File: src/sv/i2cws_pkg.sv
// Shared types and constants of the two-wire bus write sequencer.
`timescale 1ns / 1ps

package i2cws_pkg;

  // Byte width of the bus and of the message items.
  localparam int unsigned ByteW = 8;

  // Device byte after reset: device address with direction bit.
  localparam logic [ByteW-1:0] DevByteReset = 8'h1D;

  // Depth of the queue between the front and the back.
  localparam int unsigned QueueDepth = 2;
  localparam int unsigned QueuePtrW  = $clog2(QueueDepth);
  localparam int unsigned QueueCntW  = $clog2(QueueDepth + 1);

  // One classified job, ready for the pin sequencer.
  typedef struct packed {
    logic             first;     // start, device byte, register byte
    logic             last;      // append stop
    logic [ByteW-1:0] dev_byte;  // device byte captured at accept time
    logic [ByteW-1:0] msg_byte;  // already shifted when first is set
  } job_t;

  // Queue occupancy as seen by its neighbors.
  typedef struct packed {
    logic empty;
    logic full;
  } queue_status_t;

  // One pin step.
  typedef struct packed {
    logic rel;
    logic sda;
    logic scl;
  } step_t;

endpackage

File: src/sv/i2c_register_write_sequencer_unit.sv
// Top level of the two-wire bus write sequencer: front, job queue and pin sequencer.
`timescale 1ns / 1ps

// Channel  | Direction | Handshake                      | Payload
// ---------+-----------+--------------------------------+------------------------------------
// s_axis   | in        | s_axis_tvalid / s_axis_tready  | tdata message byte, tuser first, tlast last
// m_axis   | out       | m_axis_tvalid / m_axis_tready  | tdata scl, sda, released; tlast end of run
// cfg      | in        | cfg_valid_i / cfg_ready_o      | cfg_data_i device byte
//
// A data byte gives 27 pin steps; a first item gives 57 and a last
// item adds 3 more, so an item gives 27 to 60 pin steps of the back sequencer.
// The pin sequencer emits one step per cycle when not stalled; a new job loads as the previous ends.
// Reset clears the queue, the sequencer and the output stage; device byte is 0x1D.
// A two-entry job queue lets input items be taken while the output stalls.

module i2c_register_write_sequencer_unit (
  input  logic       clk_i,
  input  logic       rst_ni,
  input  logic       s_axis_tvalid,
  output logic       s_axis_tready,
  input  logic [7:0] s_axis_tdata,   // [7:0] message_byte
  input  logic       s_axis_tuser,   // [0] first_byte
  input  logic       s_axis_tlast,   // last_byte
  output logic       m_axis_tvalid,
  input  logic       m_axis_tready,
  output logic [7:0] m_axis_tdata,   // [0] scl_level, [1] sda_level, [2] sda_released, zeros
  output logic       m_axis_tlast,   // end_of_run
  input  logic       cfg_valid_i,
  output logic       cfg_ready_o,
  input  logic [7:0] cfg_data_i
);
  import i2cws_pkg::*;

  queue_status_t q_status;
  logic          q_push;
  logic          q_pop;
  job_t          push_job;
  job_t          head_job;
  step_t         out_step;

  i2cws_front u_front (
    .clk_i       (clk_i),
    .rst_ni      (rst_ni),
    .cfg_valid_i (cfg_valid_i),
    .cfg_ready_o (cfg_ready_o),
    .cfg_data_i  (cfg_data_i),
    .in_valid_i  (s_axis_tvalid),
    .in_ready_o  (s_axis_tready),
    .in_msg_i    (s_axis_tdata),
    .in_first_i  (s_axis_tuser),
    .in_last_i   (s_axis_tlast),
    .q_status_i  (q_status),
    .q_push_o    (q_push),
    .q_job_o     (push_job)
  );

  i2cws_queue u_queue (
    .clk_i      (clk_i),
    .rst_ni     (rst_ni),
    .push_i     (q_push),
    .push_job_i (push_job),
    .pop_i      (q_pop),
    .head_job_o (head_job),
    .status_o   (q_status)
  );

  i2cws_back u_back (
    .clk_i       (clk_i),
    .rst_ni      (rst_ni),
    .head_job_i  (head_job),
    .q_status_i  (q_status),
    .q_pop_o     (q_pop),
    .out_valid_o (m_axis_tvalid),
    .out_ready_i (m_axis_tready),
    .out_step_o  (out_step),
    .out_end_o   (m_axis_tlast)
  );

  // Pack the step fields from the lowest bit up.
  assign m_axis_tdata = {5'b0, out_step.rel, out_step.sda, out_step.scl};

endmodule

File: src/sv/i2cws_front.sv
// Front part: configuration register and classification of input items into jobs.
`timescale 1ns / 1ps

module i2cws_front (
  input  logic                       clk_i,
  input  logic                       rst_ni,
  input  logic                       cfg_valid_i,
  output logic                       cfg_ready_o,
  input  logic [i2cws_pkg::ByteW-1:0] cfg_data_i,
  input  logic                       in_valid_i,
  output logic                       in_ready_o,
  input  logic [i2cws_pkg::ByteW-1:0] in_msg_i,
  input  logic                       in_first_i,
  input  logic                       in_last_i,
  input  i2cws_pkg::queue_status_t   q_status_i,
  output logic                       q_push_o,
  output i2cws_pkg::job_t            q_job_o
);
  import i2cws_pkg::*;

  logic [ByteW-1:0] dev_byte_q;

  // The device byte register takes a write whenever one is offered.
  assign cfg_ready_o = 1'b1;

  always_ff @(posedge clk_i or negedge rst_ni) begin
    if (!rst_ni) begin
      dev_byte_q <= DevByteReset;
    end else if (cfg_valid_i) begin
      dev_byte_q <= cfg_data_i;
    end
  end

  // An item is taken whenever the queue has room.
  assign in_ready_o = !q_status_i.full;
  assign q_push_o   = in_valid_i && in_ready_o;

  // A first item carries a register address, which goes out shifted left by one.
  always_comb begin
    q_job_o.first    = in_first_i;
    q_job_o.last     = in_last_i;
    q_job_o.dev_byte = dev_byte_q;
    q_job_o.msg_byte = in_first_i ? {in_msg_i[ByteW-2:0], 1'b0} : in_msg_i;
  end

endmodule

File: src/sv/i2cws_queue.sv
// Short job queue between the front and the back.
`timescale 1ns / 1ps

module i2cws_queue (
  input  logic                     clk_i,
  input  logic                     rst_ni,
  input  logic                     push_i,
  input  i2cws_pkg::job_t          push_job_i,
  input  logic                     pop_i,
  output i2cws_pkg::job_t          head_job_o,
  output i2cws_pkg::queue_status_t status_o
);
  import i2cws_pkg::*;

  job_t                 mem_q [QueueDepth];
  logic [QueuePtrW-1:0] wr_ptr_q, wr_ptr_d;
  logic [QueuePtrW-1:0] rd_ptr_q, rd_ptr_d;
  logic [QueueCntW-1:0] count_q, count_d;

  assign status_o.empty = (count_q == '0);
  assign status_o.full  = (count_q == QueueCntW'(QueueDepth));
  assign head_job_o     = mem_q[rd_ptr_q];

  // Pointer and fill count updates.
  always_comb begin
    wr_ptr_d = wr_ptr_q;
    rd_ptr_d = rd_ptr_q;
    count_d  = count_q;
    if (push_i) begin
      wr_ptr_d = (wr_ptr_q == QueuePtrW'(QueueDepth - 1)) ? '0 : wr_ptr_q + 1'b1;
    end
    if (pop_i) begin
      rd_ptr_d = (rd_ptr_q == QueuePtrW'(QueueDepth - 1)) ? '0 : rd_ptr_q + 1'b1;
    end
    if (push_i && !pop_i) begin
      count_d = count_q + 1'b1;
    end else if (pop_i && !push_i) begin
      count_d = count_q - 1'b1;
    end
  end

  always_ff @(posedge clk_i or negedge rst_ni) begin
    if (!rst_ni) begin
      wr_ptr_q <= '0;
      rd_ptr_q <= '0;
      count_q  <= '0;
    end else begin
      wr_ptr_q <= wr_ptr_d;
      rd_ptr_q <= rd_ptr_d;
      count_q  <= count_d;
    end
  end

  // Entry storage needs no reset.
  always_ff @(posedge clk_i) begin
    if (push_i) begin
      mem_q[wr_ptr_q] <= push_job_i;
    end
  end

  // The front never pushes into a full queue.
  assert property (@(posedge clk_i) disable iff (!rst_ni) status_o.full |-> !push_i)
    else $error("push into a full queue");

  // The back never pops an empty queue.
  assert property (@(posedge clk_i) disable iff (!rst_ni) status_o.empty |-> !pop_i)
    else $error("pop from an empty queue");

  // The fill count grows by one on a push without a pop.
  assert property (@(posedge clk_i) disable iff (!rst_ni)
      (push_i && !pop_i) |=> (count_q == $past(count_q) + 1'b1))
    else $error("fill count did not grow on push");

endmodule

File: src/sv/i2cws_back.sv
// Back part: pin step sequencer with a registered output stage.
`timescale 1ns / 1ps

module i2cws_back (
  input  logic                     clk_i,
  input  logic                     rst_ni,
  input  i2cws_pkg::job_t          head_job_i,
  input  i2cws_pkg::queue_status_t q_status_i,
  output logic                     q_pop_o,
  output logic                     out_valid_o,
  input  logic                     out_ready_i,
  output i2cws_pkg::step_t         out_step_o,
  output logic                     out_end_o
);
  import i2cws_pkg::*;

  typedef enum logic [1:0] {
    PhIdle,
    PhStart,
    PhByte,
    PhStop
  } phase_e;

  phase_e           phase_q, phase_d;
  logic [3:0]       bit_q, bit_d;      // 0..7 data bits, 8 acknowledge
  logic [1:0]       sub_q, sub_d;      // step within a bit
  logic [ByteW-1:0] shift_q, shift_d;
  logic [ByteW-1:0] second_q, second_d;
  logic             final_byte_q, final_byte_d;
  logic             last_q, last_d;

  logic             out_valid_q;
  step_t            out_step_q;
  logic             out_end_q;

  logic             out_free;
  logic             emit;
  step_t            step;
  logic             step_end;
  logic             job_done;
  logic             load;

  assign out_free = !out_valid_q || out_ready_i;
  assign emit     = (phase_q != PhIdle) && out_free;

  // Pin levels of the current step.
  always_comb begin
    step     = '0;
    step_end = 1'b0;
    unique case (phase_q)
      PhStart: begin
        step.scl = (sub_q == 2'd0);
        step.sda = (sub_q == 2'd2);
      end
      PhByte: begin
        step.scl = (sub_q == 2'd1);
        if (bit_q == 4'd8) begin
          step.sda = 1'b1;
          step.rel = 1'b1;
          step_end = (sub_q == 2'd2) && final_byte_q && !last_q;
        end else begin
          step.sda = shift_q[ByteW-1];
        end
      end
      PhStop: begin
        step.scl = (sub_q != 2'd0);
        step.sda = (sub_q == 2'd2);
        step_end = (sub_q == 2'd2);
      end
      default: begin
        step = '0;
      end
    endcase
  end

  assign job_done = emit && step_end;
  assign load     = ((phase_q == PhIdle) || job_done) && !q_status_i.empty;
  assign q_pop_o  = load;

  // Sequencer advance; a new job loads in the cycle the previous one ends.
  always_comb begin
    phase_d      = phase_q;
    bit_d        = bit_q;
    sub_d        = sub_q;
    shift_d      = shift_q;
    second_d     = second_q;
    final_byte_d = final_byte_q;
    last_d       = last_q;
    if (emit) begin
      sub_d = (sub_q == 2'd2) ? 2'd0 : sub_q + 2'd1;
      if (sub_q == 2'd2) begin
        unique case (phase_q)
          PhStart: begin
            phase_d = PhByte;
            bit_d   = 4'd0;
          end
          PhByte: begin
            if (bit_q != 4'd8) begin
              shift_d = {shift_q[ByteW-2:0], 1'b0};
              bit_d   = bit_q + 4'd1;
            end else if (!final_byte_q) begin
              shift_d      = second_q;
              final_byte_d = 1'b1;
              bit_d        = 4'd0;
            end else if (last_q) begin
              phase_d = PhStop;
            end else begin
              phase_d = PhIdle;
            end
          end
          PhStop: begin
            phase_d = PhIdle;
          end
          default: begin
            phase_d = PhIdle;
          end
        endcase
      end
    end
    if (job_done && !load) begin
      phase_d = PhIdle;
    end
    if (load) begin
      phase_d      = head_job_i.first ? PhStart : PhByte;
      bit_d        = 4'd0;
      sub_d        = 2'd0;
      shift_d      = head_job_i.first ? head_job_i.dev_byte : head_job_i.msg_byte;
      second_d     = head_job_i.msg_byte;
      final_byte_d = !head_job_i.first;
      last_d       = head_job_i.last;
    end
  end

  // Sequencer state and the output register, which holds a step until the sink takes it.
  always_ff @(posedge clk_i or negedge rst_ni) begin
    if (!rst_ni) begin
      phase_q      <= PhIdle;
      bit_q        <= 4'd0;
      sub_q        <= 2'd0;
      shift_q      <= '0;
      second_q     <= '0;
      final_byte_q <= 1'b0;
      last_q       <= 1'b0;
      out_valid_q  <= 1'b0;
      out_step_q   <= '0;
      out_end_q    <= 1'b0;
    end else begin
      phase_q      <= phase_d;
      bit_q        <= bit_d;
      sub_q        <= sub_d;
      shift_q      <= shift_d;
      second_q     <= second_d;
      final_byte_q <= final_byte_d;
      last_q       <= last_d;
      if (out_free) begin
        out_valid_q <= emit;
      end
      if (emit) begin
        out_step_q <= step;
        out_end_q  <= step_end;
      end
    end
  end

  assign out_valid_o = out_valid_q;
  assign out_step_o  = out_step_q;
  assign out_end_o   = out_end_q;

  // The step counter never reaches its unused code.
  assert property (@(posedge clk_i) disable iff (!rst_ni) sub_q != 2'd3)
    else $error("step counter out of range");

  // The bit counter stops at the acknowledge.
  assert property (@(posedge clk_i) disable iff (!rst_ni) bit_q <= 4'd8)
    else $error("bit counter out of range");

  // A job is only loaded while the sequencer is free or ending a job.
  assert property (@(posedge clk_i) disable iff (!rst_ni)
      q_pop_o |-> (phase_q == PhIdle || job_done))
    else $error("job loaded while another is running");

endmodule

File: config.mk
export PLATFORM = sky130hd
export DESIGN_NAME = i2c_register_write_sequencer_unit
export DESIGN_NICKNAME = d
export VERILOG_FILES = /design/src/sv/i2cws_pkg.sv /design/src/sv/i2c_register_write_sequencer_unit.sv /design/src/sv/i2cws_front.sv /design/src/sv/i2cws_queue.sv /design/src/sv/i2cws_back.sv
export SDC_FILE = /design/constraint.sdc
export NUM_CORES = 1
export LEC_CHECK = 0
export BUFFER_PORTS_ARGS = -buffer_cell sky130_fd_sc_hd__buf_4
export CAP_MARGIN = 20
export CORE_UTILIZATION = 40
export CTS_CLUSTER_SIZE = 24
export DETAILED_ROUTE_END_ITERATION = 6
export PLACE_DENSITY_LB_ADDON = 0.3
export SLEW_MARGIN = 20
export SYNTH_ARGS = -nofsm -noshare
export SYNTH_HDL_FRONTEND = slang
export SYNTH_SLANG_ARGS = --single-unit
export TNS_END_PERCENT = 50
File: constraint.sdc
create_clock -name clk_i -period 3.2 [get_ports clk_i]
set_input_delay 0.64 -clock clk_i [delete_from_list [all_inputs] [get_ports clk_i]]
set_output_delay 0.64 -clock clk_i [all_outputs]
set_load 0.01 [all_outputs]
==> qor.yml <==
synth-edff-count: 36
start_util: 0.419
critPathSlowestCell: "dfrtp_1"
drtIter0Drc: 119
slew_headroom: 0.433
wire_per_inst_um: 13.9
end_kind: "flip-flop"
crit_path_start_kind: "flip-flop"
gp_congestion: 0.838
wl_met2_mm: 3.07
wl_met3_um: 230
clkTransAtPathRegs_ns: 0.09
grt_pass1_vias: 2274
synth_ff_type: "dfrtp_1"
die_h_um: 98.2
powerDensity_mw_per_mm2: 840
hpwl_mm: 4.37
hold_viol_final: 0
syn_avg_cell_area_um2: 11.6
finClkSkew_ns: 0.0147
ys_seq_area_frac: 0.584
cp_cell_sequence: "inv_1 > ha_1 > nand3b_1 > buf_4 > o31a_1 > nor3_4 > inv_2 > ha_1 > xor2_1 > nor2_1 > xor2_1"
dr.max_layer_used: "met4"
drtPass1Iterations: 6
routed_wl_mm: 6.36
outcome: "finished, final reports clean"
cts_inserted_buffers: 9
track_usage: 0.146
maxSlewViolCount: 0
clockRootBuffer: "clkbuf_8"
maxCapViolCount: 0
cts.hold.buffers_added: 0
m1WireLength_mm: 3.00
cts_buffer_depth: 2
rsz0062_at_grt: "no"
detail-route-antenna-nets: 0
final_cells: 459
post-cts-setup-buffer-count: 0
cts_tree: "built"
antenna_found_initial: 0
required_ns: 3.48
core.rowCount: 34
place_area_mm2: 0.00399
worst_slew_pin_slew_ns: 0.850
clkSinkCount: 79
setup_tns_ns: 0
dpl.cell_count: 443
via_count: 2313
insertion_delay_ns: 0.36
worst-path-max-fanout: 21
max_stage_delay_ns: 0.42
leakagePower_nw: 1.73
drc_errors: 0
fmax_ghz: 0.426
n_antenna_cell: 0
fin_util: 0.475
crit_type: "flip-flop to flip-flop"
drive_gt1_frac: 0.219
grt_max_degree: 44
grt_pass1_wl_mm: 10.9
post-route-period-util: 0.734
die_x_um: 98.2
io_buffer_count: 28
fillCellCount: 816
worstPathArrival_ns: 2.63
yosys_warnings: 0
final_cell_area_mm2: 0.00420
setup_viol: 0
hold_class: "input pin to asynchronous set/reset pin"
netlist_area_mm2: 0.00370
die_area_mm2: 0.00965
cts_resized: 0
core_region_area_mm2: 0.00885
finalNetCount: 376
yosysUniqueCellTypes: 45
vias_per_cell: 5.04
io-pin-count: 35
ir_drop_v: 0.000389
overflow: 0
ys_ff_latch: 79
h-tree-depth: 3
crit_family: "buffers and inverters"
syn2layout_area_growth_pct: 13.3
async_flop_share: 0.544
critPathBufInv: 3
layout_min_cycle_time_ns: 2.35
synth_cells: 319
-- stage by stage --
step	total power [W]	hold slack, ns	worst slack [ns]
floorplan	0.00248	0.344	0.928
global placement	0.00275	0.453	0.913
detailed placement	0.00279	0.464	0.851
CTS	0.00357	0.285	0.835
global route	0.00379	0.307	0.662
finish	0.00353	0.265	0.853
-- layout by cell type (no fill, tap or decap), drive strengths merged, types with 4 or more instances in the layout --
cell type,netlist,layout
a211oi,8,8
a21oi,17,17
and3,10,10
buf,11,32
clkbuf,9,9
conb,2,6
dfrtp,39,39
dfstp,4,4
edfxtp,36,36
ha,7,7
inv,8,13
mux2,15,15
mux2i,20,20
nand2,51,51
nor2,15,15
nor2b,11,11
o21ai,18,18
o31ai,8,8
-- synth_stat cells, types with 2 or more instances --
library cell	instances	area, µm²
a211oi_1	8	60.1
a21oi_1	16	80.1
a31oi_1	3	18.8
and3_1	9	56.3
buf_2	5	25.0
buf_4	6	45.0
clkbuf_1	9	33.8
conb_1	2	7.51
dfrtp_1	39	976
dfstp_2	4	105
edfxtp_1	36	1080
ha_1	7	87.6
inv_1	7	26.3
mux2_2	15	169
mux2i_1	20	200
nand2_1	51	191
nand2b_1	2	12.5
nor2_1	15	56.3
nor2b_1	11	68.8
nor3_4	2	32.5
o211ai_1	2	15.0
o21ai_0	10	50.1
o21ai_1	8	40.0
o31ai_1	8	60.1
xnor2_1	3	26.3
xor2_1	2	17.5
-- worst reg2reg max path, cell delays in order (launching register included) --
cell and delay (ns):
dfrtp_1 0.42, inv_1 0.07, ha_1 0.18, nand3b_1 0.08, buf_4 0.18, o31a_1 0.33
nor3_4 0.19, inv_2 0.18, ha_1 0.24, xor2_1 0.14, nor2_1 0.12, xor2_1 0.15
-- layer usage --
layer	track usage	up-vias
met3	0.0458	4
met4	0.0413	0
met5	0	-
met2	0.241	50
li1	-	1177
met1	0.185	1082
-- kinds of logic after synthesis --
| family | count (synthesis) | synth area share |
|---|---|---|
| buf+inv | 28 | 0.0361 |
| fa+ha+maj | 7 | 0.0236 |
| compound gates | 61 | 0.105 |
| other cells | 2 | 0.00203 |
| simple gates | 102 | 0.138 |
| flops | 79 | 0.584 |
| mux | 35 | 0.0996 |
| xor+xnor | 5 | 0.0118 |
-- sequential cells by signal, indices dropped and copies added (netlist names) --
signal and cells:
u_back.out_step_o 3, u_queue.rd_ptr_q 1, u_queue.wr_ptr_q 1, u_back.last_q 1, u_front.dev_byte_q 8, u_queue.mem_q 36, u_back.sub_q 2, u_queue.count_q 2
u_back.bit_q 4, u_back.out_valid_o 1, u_back.final_byte_q 1, u_back.shift_q 8, u_back.out_end_o 1, u_back.second_q 8, u_back.phase_q 2
-- worst paths after layout --
path | from | to | slack, ns | depth (start not counted)
max | u_back.bit_q[0] | u_queue.count_q[1] | 0.85 | 11
min | rst_ni | u_back.sub_q[1] | 0.26 | 1
max reg2reg | u_back.bit_q[0] | u_queue.count_q[1] | 0.85 | 11
min reg2reg | u_front.dev_byte_q[1] | u_queue.mem_q[1][9] | 0.48 | 0
max in group asynchronous | rst_ni | u_front.dev_byte_q[3] | 2.54 | 1
min in group clk_i | s_axis_tlast | u_queue.mem_q[1][16] | 0.46 | 1
-- area by class of cell --
type | count | area (µm²) | share of cell area
Multi-Input combinational cell | 216 | 1420 | 0.339
Tap cell | 108 | 135 | 0.0322
Sequential cell | 79 | 2160 | 0.515
Inverter | 8 | 30.0 | 0.00715
Clock inverter | 7 | 83.8 | 0.0200
Clock buffer | 9 | 124 | 0.0295
Timing Repair Buffer | 32 | 240 | 0.0572
-- where the power goes --
part	internal, W	switching [W]	total (W)
Combinational	0.000480	0.000661	0.00114
Clock	0.000377	0.000403	0.000779
Sequential	0.00141	0.000200	0.00161
Total	0.00226	0.00126	0.00353
Note: power is estimated with default switching activity, not from simulation.
